## config.mk

```make
export PLATFORM = sky130hd
export DESIGN_NAME = rebase_opcode_stream_decoder_core
export DESIGN_NICKNAME = d
export VERILOG_FILES = /design/src/rtl/rosd_pkg.sv /design/src/rtl/rebase_opcode_stream_decoder_core.sv
export SDC_FILE = /design/constraint.sdc
export NUM_CORES = 2
export LEC_CHECK = 0
export BUFFER_PORTS_ARGS = -buffer_cell sky130_fd_sc_hd__buf_4
export CORE_MARGIN = 4
export CORE_UTILIZATION = 41
export DETAILED_ROUTE_END_ITERATION = 12
export SYNTH_ARGS = -nofsm -noshare
export SYNTH_HDL_FRONTEND = slang
export SYNTH_SLANG_ARGS = --single-unit
```

## constraint.sdc

```tcl
create_clock -name clock -period 13.7 [get_ports clock]
set_clock_uncertainty 0.15 [all_clocks]
set_input_delay 0.685 -clock clock [delete_from_list [all_inputs] [get_ports clock]]
set_output_delay 0.685 -clock clock [all_outputs]
set_load 0.01 [all_outputs]
```

## src/rtl/rosd_pkg.sv

```systemverilog
// Shared types and codes for the rebase opcode stream decoder.
`timescale 1ns / 1ps
`default_nettype none

package rosd_pkg;

   localparam int MAX_SEGMENTS = 16;
   localparam int PTR_BYTES    = 8;
   localparam int RSP_DATA_W   = 208;
   localparam int CSR_INDEX_W  = 3;

   typedef enum logic [1:0] {
      PHASE_OPCODE,
      PHASE_FIRST,
      PHASE_SECOND
   } phase_type;

   typedef enum logic [1:0] {
      KIND_RUN     = 2'd0,
      KIND_DONE    = 2'd1,
      KIND_UNKNOWN = 2'd2,
      KIND_BADSEG  = 2'd3
   } kind_type;

   typedef enum logic [1:0] {
      REGION_EXEC     = 2'd0,
      REGION_WRITE    = 2'd1,
      REGION_READONLY = 2'd2
   } region_type;

   localparam logic [3:0] OP_DONE          = 4'h0;
   localparam logic [3:0] OP_SET_TYPE      = 4'h1;
   localparam logic [3:0] OP_SET_SEG_ULEB  = 4'h2;
   localparam logic [3:0] OP_ADD_ULEB      = 4'h3;
   localparam logic [3:0] OP_ADD_IMM       = 4'h4;
   localparam logic [3:0] OP_RUN_IMM       = 4'h5;
   localparam logic [3:0] OP_RUN_ULEB      = 4'h6;
   localparam logic [3:0] OP_RUN_ADD_ULEB  = 4'h7;
   localparam logic [3:0] OP_RUN_SKIP_ULEB = 4'h8;

   localparam logic [CSR_INDEX_W-1:0] CSR_SEGMENT_COUNT  = 3'd0;
   localparam logic [CSR_INDEX_W-1:0] CSR_REGION_MAP     = 3'd1;
   localparam logic [CSR_INDEX_W-1:0] CSR_EXEC_BASE      = 3'd2;
   localparam logic [CSR_INDEX_W-1:0] CSR_WRITE_BASE     = 3'd3;
   localparam logic [CSR_INDEX_W-1:0] CSR_READONLY_BASE  = 3'd4;
   localparam logic [CSR_INDEX_W-1:0] CSR_IMAGE_NUMBER   = 3'd5;

endpackage

`default_nettype wire

```

## src/rtl/rebase_opcode_stream_decoder_core.sv

```systemverilog
// Top level: rebase opcode stream decoder, byte in, run/done/error request out.
//
//   channel | ports           | payload
//   --------+-----------------+---------------------------------------------
//   req     | req_t*          | tdata: stream_byte; tlast: end_of_stream
//   rsp     | rsp_t*          | tuser: result_kind; tdata: region, start_offset,
//           |                 |   run_count, run_stride, source_image
//   csr     | csr_valid/ready | csr_index, csr_data (64 bits)
//
// One byte per cycle sustained while rsp is not stalled; a byte passes the input
// register, then decode into the result register. The decode step is set by the
// operand multiply-accumulate of the skip-run opcode, which is folded in seven
// bits per operand byte. Reset is synchronous and clears the configuration, the
// decode state and the valid flags, not the payload registers. A stalled rsp
// holds the result register and backs up into req one request later.
`timescale 1ns / 1ps
`default_nettype none

module rebase_opcode_stream_decoder_core
   import rosd_pkg::*;
(
   input  wire logic                   clock,
   input  wire logic                   reset,
   input  wire logic                   req_tvalid,
   output logic                        req_tready,
   input  wire logic [7:0]             req_tdata,   // [7:0] stream_byte
   input  wire logic                   req_tlast,
   output logic                        rsp_tvalid,
   input  wire logic                   rsp_tready,
   output logic [RSP_DATA_W-1:0]       rsp_tdata,   // [1:0] region, [65:2] start_offset,
                                                    // [129:66] run_count,
                                                    // [193:130] run_stride,
                                                    // [200:194] source_image, rest 0
   output logic [1:0]                  rsp_tuser,   // [1:0] result_kind
   input  wire logic                   csr_valid,
   output logic                        csr_ready,
   input  wire logic [CSR_INDEX_W-1:0] csr_index,
   input  wire logic [63:0]            csr_data
);

   // configuration
   logic [4:0]  seg_count_ff;
   logic [31:0] region_map_ff;
   logic [63:0] exec_base_ff;
   logic [63:0] write_base_ff;
   logic [63:0] ro_base_ff;
   logic [6:0]  image_ff;

   // input register
   logic        in_valid_ff;
   logic [7:0]  in_byte_ff;
   logic        in_last_ff;

   // decode state
   phase_type   phase_ff, phase_in;
   logic [3:0]  pending_ff, pending_in;
   logic [3:0]  segment_ff, segment_in;
   logic [63:0] offset_ff, offset_in;
   logic [63:0] leb_ff, leb_in;
   logic [6:0]  shift_ff, shift_in;
   logic [63:0] first_ff, first_in;
   logic [63:0] prod_ff, prod_in;     // 8*first + first*second so far
   logic        halted_ff, halted_in;

   // result register
   logic        rsp_valid_ff, rsp_valid_in;
   kind_type    rsp_kind_ff, rsp_kind_in;
   logic [1:0]  rsp_region_ff, rsp_region_in;
   logic [63:0] rsp_start_ff, rsp_start_in;
   logic [63:0] rsp_count_ff, rsp_count_in;
   logic [63:0] rsp_stride_ff, rsp_stride_in;

   logic        fire;
   logic [3:0]  op;
   logic [3:0]  imm;
   logic [6:0]  chunk;
   logic        chunk_live;
   logic [63:0] leb_new;
   logic [63:0] mul_lo;
   logic [63:0] prod_new;

   logic        exec_req;
   logic [3:0]  exec_op;
   logic [63:0] exec_a;
   logic [63:0] exec_b;
   logic        exec_second;
   logic        run_req;
   logic [63:0] run_cnt;
   logic [63:0] run_str;
   logic [63:0] run_adv;
   logic [1:0]  map_code;
   logic        seg_bad;

   assign fire       = in_valid_ff && (!rsp_valid_ff || rsp_tready);
   assign req_tready = !in_valid_ff || fire;
   assign csr_ready  = 1'b1;

   assign op    = in_byte_ff[7:4];
   assign imm   = in_byte_ff[3:0];
   assign chunk = in_byte_ff[6:0];
   assign chunk_live = !shift_ff[6];

   // operand byte folded into the LEB value and into the skip-run product
   assign mul_lo   = 64'(first_ff * {57'd0, chunk});
   assign leb_new  = leb_ff | (chunk_live ? ({57'd0, chunk} << shift_ff[5:0]) : 64'd0);
   assign prod_new = prod_ff + (chunk_live ? (mul_lo << shift_ff[5:0]) : 64'd0);

   assign map_code = region_map_ff[{segment_ff, 1'b0} +: 2];
   assign seg_bad  = ({1'b0, segment_ff} >= seg_count_ff) ||
                     ({1'b0, segment_ff} >= 5'(MAX_SEGMENTS));

   always_comb begin
      phase_in      = phase_ff;
      pending_in    = pending_ff;
      segment_in    = segment_ff;
      offset_in     = offset_ff;
      leb_in        = leb_ff;
      shift_in      = shift_ff;
      first_in      = first_ff;
      prod_in       = prod_ff;
      halted_in     = halted_ff;
      rsp_valid_in  = rsp_valid_ff && !rsp_tready;
      rsp_kind_in   = rsp_kind_ff;
      rsp_region_in = rsp_region_ff;
      rsp_start_in  = rsp_start_ff;
      rsp_count_in  = rsp_count_ff;
      rsp_stride_in = rsp_stride_ff;
      exec_req      = 1'b0;
      exec_op       = pending_ff;
      exec_a        = 64'd0;
      exec_b        = 64'd0;
      exec_second   = 1'b0;
      run_req       = 1'b0;
      run_cnt       = 64'd0;
      run_str       = 64'(PTR_BYTES);
      run_adv       = 64'd0;

      if (fire) begin
         rsp_valid_in  = 1'b0;
         rsp_kind_in   = KIND_RUN;
         rsp_region_in = REGION_EXEC;
         rsp_start_in  = 64'd0;
         rsp_count_in  = 64'd0;
         rsp_stride_in = 64'd0;

         if (!halted_ff) begin
            if (phase_ff == PHASE_OPCODE) begin
               unique case (op)
                  OP_DONE: begin
                     halted_in    = 1'b1;
                     rsp_valid_in = 1'b1;
                     rsp_kind_in  = KIND_DONE;
                  end
                  OP_SET_TYPE: begin
                  end
                  OP_ADD_IMM: begin
                     offset_in = offset_ff + {57'd0, imm, 3'd0};
                  end
                  OP_RUN_IMM: begin
                     run_req = 1'b1;
                     run_cnt = {60'd0, imm};
                     run_adv = {57'd0, imm, 3'd0};
                  end
                  OP_SET_SEG_ULEB, OP_ADD_ULEB, OP_RUN_ULEB, OP_RUN_ADD_ULEB,
                  OP_RUN_SKIP_ULEB: begin
                     if (op == OP_SET_SEG_ULEB) begin
                        segment_in = imm;
                     end
                     pending_in = op;
                     phase_in   = PHASE_FIRST;
                     leb_in     = 64'd0;
                     shift_in   = 7'd0;
                     // stream ends before the operand: operand counts as zero
                     if (in_last_ff) begin
                        phase_in = PHASE_OPCODE;
                        exec_req = 1'b1;
                        exec_op  = op;
                     end
                  end
                  default: begin
                     halted_in    = 1'b1;
                     rsp_valid_in = 1'b1;
                     rsp_kind_in  = KIND_UNKNOWN;
                  end
               endcase
            end else begin
               leb_in   = leb_new;
               shift_in = chunk_live ? shift_ff + 7'd7 : shift_ff;
               prod_in  = prod_new;
               if (!in_byte_ff[7] || in_last_ff) begin
                  leb_in   = 64'd0;
                  shift_in = 7'd0;
                  if (phase_ff == PHASE_FIRST && pending_ff == OP_RUN_SKIP_ULEB &&
                      !in_last_ff) begin
                     first_in = leb_new;
                     phase_in = PHASE_SECOND;
                     prod_in  = {leb_new[60:0], 3'd0};
                  end else begin
                     phase_in    = PHASE_OPCODE;
                     exec_req    = 1'b1;
                     exec_second = (phase_ff == PHASE_SECOND);
                     exec_a      = exec_second ? first_ff : leb_new;
                     exec_b      = exec_second ? leb_new : 64'd0;
                  end
               end
            end
         end

         if (exec_req) begin
            unique case (exec_op)
               OP_SET_SEG_ULEB: offset_in = exec_a;
               OP_ADD_ULEB:     offset_in = offset_ff + exec_a;
               OP_RUN_ULEB: begin
                  run_req = 1'b1;
                  run_cnt = exec_a;
                  run_adv = {exec_a[60:0], 3'd0};
               end
               OP_RUN_ADD_ULEB: begin
                  run_req = 1'b1;
                  run_cnt = 64'd1;
                  run_str = exec_a + 64'(PTR_BYTES);
                  run_adv = exec_a + 64'(PTR_BYTES);
               end
               OP_RUN_SKIP_ULEB: begin
                  run_req = 1'b1;
                  run_cnt = exec_a;
                  run_str = exec_b + 64'(PTR_BYTES);
                  run_adv = exec_second ? prod_new : {exec_a[60:0], 3'd0};
               end
               default: begin
               end
            endcase
         end

         // an empty run gives nothing, not even a segment check
         if (run_req && run_cnt != 64'd0) begin
            rsp_valid_in = 1'b1;
            if (seg_bad) begin
               halted_in   = 1'b1;
               rsp_kind_in = KIND_BADSEG;
            end else begin
               rsp_kind_in   = KIND_RUN;
               rsp_count_in  = run_cnt;
               rsp_stride_in = run_str;
               offset_in     = offset_ff + run_adv;
               unique case (map_code)
                  REGION_EXEC: begin
                     rsp_region_in = REGION_EXEC;
                     rsp_start_in  = exec_base_ff + offset_ff;
                  end
                  REGION_WRITE: begin
                     rsp_region_in = REGION_WRITE;
                     rsp_start_in  = write_base_ff + offset_ff;
                  end
                  default: begin
                     rsp_region_in = REGION_READONLY;
                     rsp_start_in  = ro_base_ff + offset_ff;
                  end
               endcase
            end
         end

         if (in_last_ff) begin
            phase_in   = PHASE_OPCODE;
            pending_in = 4'd0;
            segment_in = 4'd0;
            offset_in  = 64'd0;
            leb_in     = 64'd0;
            shift_in   = 7'd0;
            first_in   = 64'd0;
            prod_in    = 64'd0;
            halted_in  = 1'b0;
         end
      end
   end

   always_ff @(posedge clock) begin
      if (reset) begin
         seg_count_ff  <= 5'd0;
         region_map_ff <= 32'd0;
         exec_base_ff  <= 64'd0;
         write_base_ff <= 64'd0;
         ro_base_ff    <= 64'd0;
         image_ff      <= 7'd0;
      end else if (csr_valid && csr_ready) begin
         unique case (csr_index)
            CSR_SEGMENT_COUNT: seg_count_ff  <= csr_data[4:0];
            CSR_REGION_MAP:    region_map_ff <= csr_data[31:0];
            CSR_EXEC_BASE:     exec_base_ff  <= csr_data;
            CSR_WRITE_BASE:    write_base_ff <= csr_data;
            CSR_READONLY_BASE: ro_base_ff    <= csr_data;
            CSR_IMAGE_NUMBER:  image_ff      <= csr_data[6:0];
            default: begin
            end
         endcase
      end
   end

   always_ff @(posedge clock) begin
      if (reset) begin
         in_valid_ff <= 1'b0;
      end else if (req_tready) begin
         in_valid_ff <= req_tvalid;
      end
      if (req_tvalid && req_tready) begin
         in_byte_ff <= req_tdata;
         in_last_ff <= req_tlast;
      end
   end

   always_ff @(posedge clock) begin
      if (reset) begin
         phase_ff     <= PHASE_OPCODE;
         pending_ff   <= 4'd0;
         segment_ff   <= 4'd0;
         offset_ff    <= 64'd0;
         leb_ff       <= 64'd0;
         shift_ff     <= 7'd0;
         first_ff     <= 64'd0;
         prod_ff      <= 64'd0;
         halted_ff    <= 1'b0;
         rsp_valid_ff <= 1'b0;
      end else begin
         phase_ff     <= phase_in;
         pending_ff   <= pending_in;
         segment_ff   <= segment_in;
         offset_ff    <= offset_in;
         leb_ff       <= leb_in;
         shift_ff     <= shift_in;
         first_ff     <= first_in;
         prod_ff      <= prod_in;
         halted_ff    <= halted_in;
         rsp_valid_ff <= rsp_valid_in;
      end
      rsp_kind_ff   <= rsp_kind_in;
      rsp_region_ff <= rsp_region_in;
      rsp_start_ff  <= rsp_start_in;
      rsp_count_ff  <= rsp_count_in;
      rsp_stride_ff <= rsp_stride_in;
   end

   assign rsp_tvalid = rsp_valid_ff;
   assign rsp_tuser  = rsp_kind_ff;
   assign rsp_tdata  = {7'd0, image_ff, rsp_stride_ff, rsp_count_ff, rsp_start_ff,
                        rsp_region_ff};

endmodule

`default_nettype wire

```

Word-level counts from Yosys, hierarchy flattened
Cells that the tools add are included.

storage, ports and cells
  input bits = 81
  output and inout bits = 213
  word-level logic and storage cells = 226
  register bits = 717

cells by class
  equality and inequality tests = 26
  add/subtract/negate cells = 10
  multiply operators = 1
  shifts and indexed selects = 3
  mux-type cells = 112
  reduce and logical (&&, ||, !) cells = 44
  bitwise operators = 3
  order comparisons = 1

operator list
  kind                     count
  $mux W64                 41
  $pmux W64 S2             4
  $add A64 B64 Y64         6
  $pmux W64 S3             1
  $add A64 B4 Y64 const B  2
  $mux W4                  18
  $add A64 B7 Y64          1
  $mul A64 B7 Y64          1
  $or A64 B64 Y64          1
  $reduce_bool A64 Y1      1
  $shl A64 B6 Y64          1
  $shl A7 B6 Y64           1
  $mux W7                  9
  $shiftx A32 B6 Y2        1
  $mux W1                  27
  $eq A4 B3 Y1 const B     6
  $mux W2                  10
  $eq A4 B2 Y1 const B     4
  $eq A4 B4 Y1 const B     3
  $reduce_and A2 Y1        6
  $reduce_and A4 Y1        3
  $reduce_and A5 Y1        2
  $reduce_bool A2 Y1       5
  $pmux W2 S2              2
  24 further kinds         44

Longest topological paths before layout
  word-level depth = 17
  depth in mapped cells = 58
  mapped depth without buffers = 53

Worst setup path before layout
No wires, ideal clock.

  path kind = flip-flop to flip-flop
  start = reg in_byte_ff[1]
  end = reg offset_ff[63]
  path buffers = 4
  arrival = 11589 ps
  cell stages (with the launch flop) = 49
  library setup time = 79 ps
  required time = 13471 ps
  slack = 1882 ps
  period minus slack after synthesis = 11818 ps
  path through = edfxtp_1 clkbuf_1 clkbuf_1 clkbuf_1 and2_1 fa_1 fa_1 fa_1 inv_1 fa_1 inv_1 ha_1 a21o_1 or3_1 o21a_1 a21oi_1 nor3_1 or3b_1 [... 13 more ...] nand2b_1 a21o_1 a21oi_1 o21ai_0 xnor2_1 o221ai_1 ha_1 clkbuf_1 nand4_1 or4b_2 nor2_1 a211oi_1 o21ai_0 a31oi_1 a31o_2 mux2i_1 or3_1 o211ai_1

between the ends
  word-level cells in the longest chain between the ends = 17
  elaborated cells on any way between the ends = 40
  classes of those cells = add/sub: 5; mul: 1; shift: 2; mux: 29; bitwise: 1; reduce/logical: 2

ends and longest elaborated chain
  what                                                      RTL line                                  text
  from (decl)                                               rebase_opcode_stream_decoder_core.sv:51   logic [7:0] in_byte_ff;
  from (signal assigned)                                    rebase_opcode_stream_decoder_core.sv:306  in_byte_ff <= req_tdata;
  branches (longest 15 deep; another with $mul A64 B7 Y64)  --
  $mux W64 (*)                                              rebase_opcode_stream_decoder_core.sv:236  if (run_req && run_cnt != 64'd0) begin
  $mux W64 (*)                                              rebase_opcode_stream_decoder_core.sv:263  if (in_last_ff) begin
  to (signal assigned)                                      rebase_opcode_stream_decoder_core.sv:327  offset_ff <= offset_in;
  to (decl)                                                 rebase_opcode_stream_decoder_core.sv:58   logic [63:0] offset_ff, offset_in;

Every way passes the cells marked *. The select of a mux whose other input is x is not followed.
A chain may end at the register's enable or synchronous reset.

Worst setup path after layout
  start = reg in_byte_ff[2]
  end = reg offset_ff[63]

The elaborated chain is that of the path after synthesis.

==> metrics.cfg <==
[sta]
setup_violations = 0
slew_viol_final = 0
hold_slack_ns = 0.0876
layout_min_cycle_time_ns = 13.07
fin_tns_setup_ns = 0
layout_setup_ws_ns = 0.630
finalCritPeriodShare_pct = 95.4
finalHoldViolCount = 0
max_clock_freq_mhz = 76.5
rsz0062_at_grt = no
worst-slew-pin-transition_ns = 1.48
timing.slew.headroom_pct = 0.811

[global_routing]
antenna_found_initial = 26
grt_max_degree = 105
overflow = 0
grt_pass1_vias = 63796
grt_pass1_wl_um = 423000
grt_use_total_pct = 32.6

[clocking]
cts.reportedPaths.clkPinSlew_ns = 0.07
clockBufferDepth = 3
cts_tree = yes
clock-sinks = 717
root_buffer = clkbuf_16
clk_latency_ns = 0.74
cts-htree-levels = 3
cts_buffers = 83

[die]
start_util_pct = 41.3
core_mm2 = 0.163
die_area_mm2 = 0.171
io_pins = 294
rows = 148
dieHeight_um = 413
fp.dieW_um = 413

[critical_path]
slowest_stage = or4b_2
arrival_ns = 13.55
max_stage_delay_ns = 0.67
start_kind = flop
path_class = reg -> reg
r2r_end = offset_ff[63]
cp_max_fo = 69
startpoint = in_byte_ff[2]
endpoint = offset_ff[63]
end_kind = flop
timing.critical_path.required_ns = 14.18
r2r_setup_slack_ns = 0.63
rr_startpoint = in_byte_ff[2]
reg2regPathDepth = 50

[logic_synthesis]
synthTopCellsByCount = nand2_1 (1334), nor2_1 (919), a21oi_1 (901)
async_reset_ff_share_pct = 0
syn_area_mm2 = 0.0673
synthMostInstantiatedCell = nand2_1
yosys_register_bits = 717
yosysUniqueCellTypes = 113
synth.top_cell.area_share_pct = 15.2
syn_avg_cell_area_um2 = 7.71
synthFlopType = dfxtp_1
ys_warn_count = 0
ys_seq_area_share_pct = 24.4
synth_edf_count = 205
synthTopCellsByArea = dfxtp_1 (15%), edfxtp_1 (9.1%), fa_1 (8.8%)
syn-instance-count = 8730
yosysTopAreaCell = dfxtp_1

[cells_and_area]
num-fill-cells = 16451
fin_area_mm2 = 0.0750
layout.nets = 9491
areaGrowthSynthToFinish_pct = 11.4
layout.cells.non_filler = 11034
seq_area_mm2 = 0.0164
drive_above_1_share_pct = 9.73
multi_input_area_mm2 = 0.0473

[power]
peakVddDrop_mv = 0.0867
power_density_mw_per_mm2 = 67.4
p_clk_share_pct = 48.4
power.leakage_nw = 31.0
swShare_pct = 26.1
p_sw_mw = 1.32
combPwrFrac_pct = 7.4
internal_power_mw = 3.74
p_seq_share_pct = 44.3

[placed_design]
port_buffers = 285
gp_congestion = 1.03
dp_slack_ns = 0.406
numPlacedInstances = 10851
hpwl_um = 219000
placed_area_mm2 = 0.0718

[outcome]
status = finished with violations
violations = max-capacitance violations

[routing]
avgRoutedWirePerCell_um = 26.0
via_count = 67084
first_pass_iters = 6
routed_wl_um = 287000
drtIter0Drc = 7417
ant_nets = 0
viasPerCell = 6.08
route.detailed.drc = 0

[min_path]
min_path_type = in -> reg

[run]
drv_cap = 1

-- layer usage --
layer	wire [um]	share of wire (%)	vias to the layer above	GRT usage, %
met3	29900	10	547	8.68
met4	12000	4.2	14	12.2
met1	123000	43	32606	45.1
li1	-	-	30595	-
met5	86	0.030	-	0
met2	121000	42	3322	48.4
-- worst max-delay path: cells and delay by family (launching register included) --
kind / cells / cell delay [ns]
compound gates: 15 / 3.26
xor+xnor: 2 / 0.32
fa+ha+maj: 7 / 3.30
buf+inv: 5 / 0.43
flops: 1 / 0.42
mux: 5 / 1.57
simple gates: 16 / 3.49
-- cells in the final DEF, fill, tap and decap left out, types with 23 or more instances in the layout --
master | synthesis | final
a211o_1 | 23 | 23
a211oi_1 | 91 | 91
a21o_1 | 221 | 221
a21oi_1 | 901 | 895
a221o_1 | 28 | 28
a221oi_1 | 27 | 26
a22oi_1 | 92 | 92
a31oi_1 | 50 | 49
and2_1 | 266 | 266
and3_1 | 78 | 76
buf_4 | 12 | 500
clkbuf_16 | 0 | 84
dfxtp_1 | 512 | 508
edfxtp_1 | 205 | 205
fa_1 | 297 | 297
ha_1 | 333 | 333
inv_1 | 417 | 416
mux2_2 | 29 | 29
mux2i_1 | 194 | 191
mux4_2 | 35 | 33
nand2_1 | 1334 | 1332
nand2b_1 | 65 | 64
nand3_1 | 141 | 139
nand4_1 | 88 | 88
nor2_1 | 919 | 908
nor2b_1 | 53 | 52
nor3_1 | 148 | 146
nor4_1 | 43 | 42
o211ai_1 | 84 | 84
o21a_1 | 55 | 55
o21ai_0 | 454 | 450
o21bai_1 | 63 | 63
o221ai_1 | 26 | 26
o31ai_1 | 25 | 25
or3_1 | 43 | 43
xnor2_1 | 285 | 285
xor2_1 | 160 | 160
-- layout make-up --
type	count	area share [%]
multi-input cells	7039	63.2
flip-flops and latches	717	21.9
repair buffers	514	5.24
well taps	2175	3.63
clock buffers	99	2.95
inverters	425	2.14
clock inverters	54	0.960
diodes	11	0.0367
-- registers in the layout (all words and copies together) (netlist names), 4 cells and up --
signal,count
shift_ff,7
leb_ff,64
exec_base_ff,64
in_byte_ff,8
rsp_count_ff,64
ro_base_ff,64
rsp_stride_ff,64
prod_ff,64
write_base_ff,64
offset_ff,64
seg_count_ff,5
rsp_start_ff,64
pending_ff,4
segment_ff,4
first_ff,64
image_ff,7
region_map_ff,32
-- per-stage QoR --
step                utilization, %  total power, mW
floorplan                        -             2.47
global placement              44.0             2.64
detailed placement            44.0             2.64
CTS                           45.9             5.07
global route                  46.0             5.19
finish                        46.0             5.06
-- worst min path at each step --
stage	cells after the start	slack [ns]	startpoint	endpoint
floorplan	2	0.28	leb_ff[35]	leb_ff[35]
CTS	3	0.04	csr_data[50]	write_base_ff[50]
global route	3	0.07	csr_data[38]	write_base_ff[38]
finish	3	0.09	csr_data[57]	exec_base_ff[57]
detailed placement	2	0.29	leb_ff[35]	leb_ff[35]
global placement	2	0.28	leb_ff[35]	leb_ff[35]
-- power by group through the flow --
stage	Clock, mW	Combinational, mW	Sequential, mW
floorplan	0	0.182	2.29
global placement	0	0.356	2.28
detailed placement	0	0.358	2.29
CTS	2.47	0.362	2.24
global route	2.55	0.392	2.24
finish	2.44	0.372	2.24
-- kinds of logic (layout without fill, tap and decap cells) --
| family | count (synthesis) | after routing | share of synthesized area, % |
|---|---|---|---|
| adders and majority gates | 630 | 630 | 15.0 |
| muxes | 262 | 262 | 4.63 |
| other | 2 | 19 | 0.0112 |
| xor gates and xnor gates | 445 | 445 | 5.79 |
| AOI/OAI and AO/OA | 2398 | 2398 | 22.4 |
| and+or+nand+nor | 3296 | 3296 | 22.0 |
| DFF | 717 | 717 | 24.4 |
| buffers and inverters | 980 | 1092 | 5.73 |
-- timing repair --
item / in CTS / in global routing
endpoints found under the hold margin: 10 / 0
setup buffers: 0 / 9
hold buffers: 10 / 0
resized for setup: 0 / 17
endpoints found under the setup margin: 0 / 14
No activity file was read; power rests on OpenSTA's default activity.
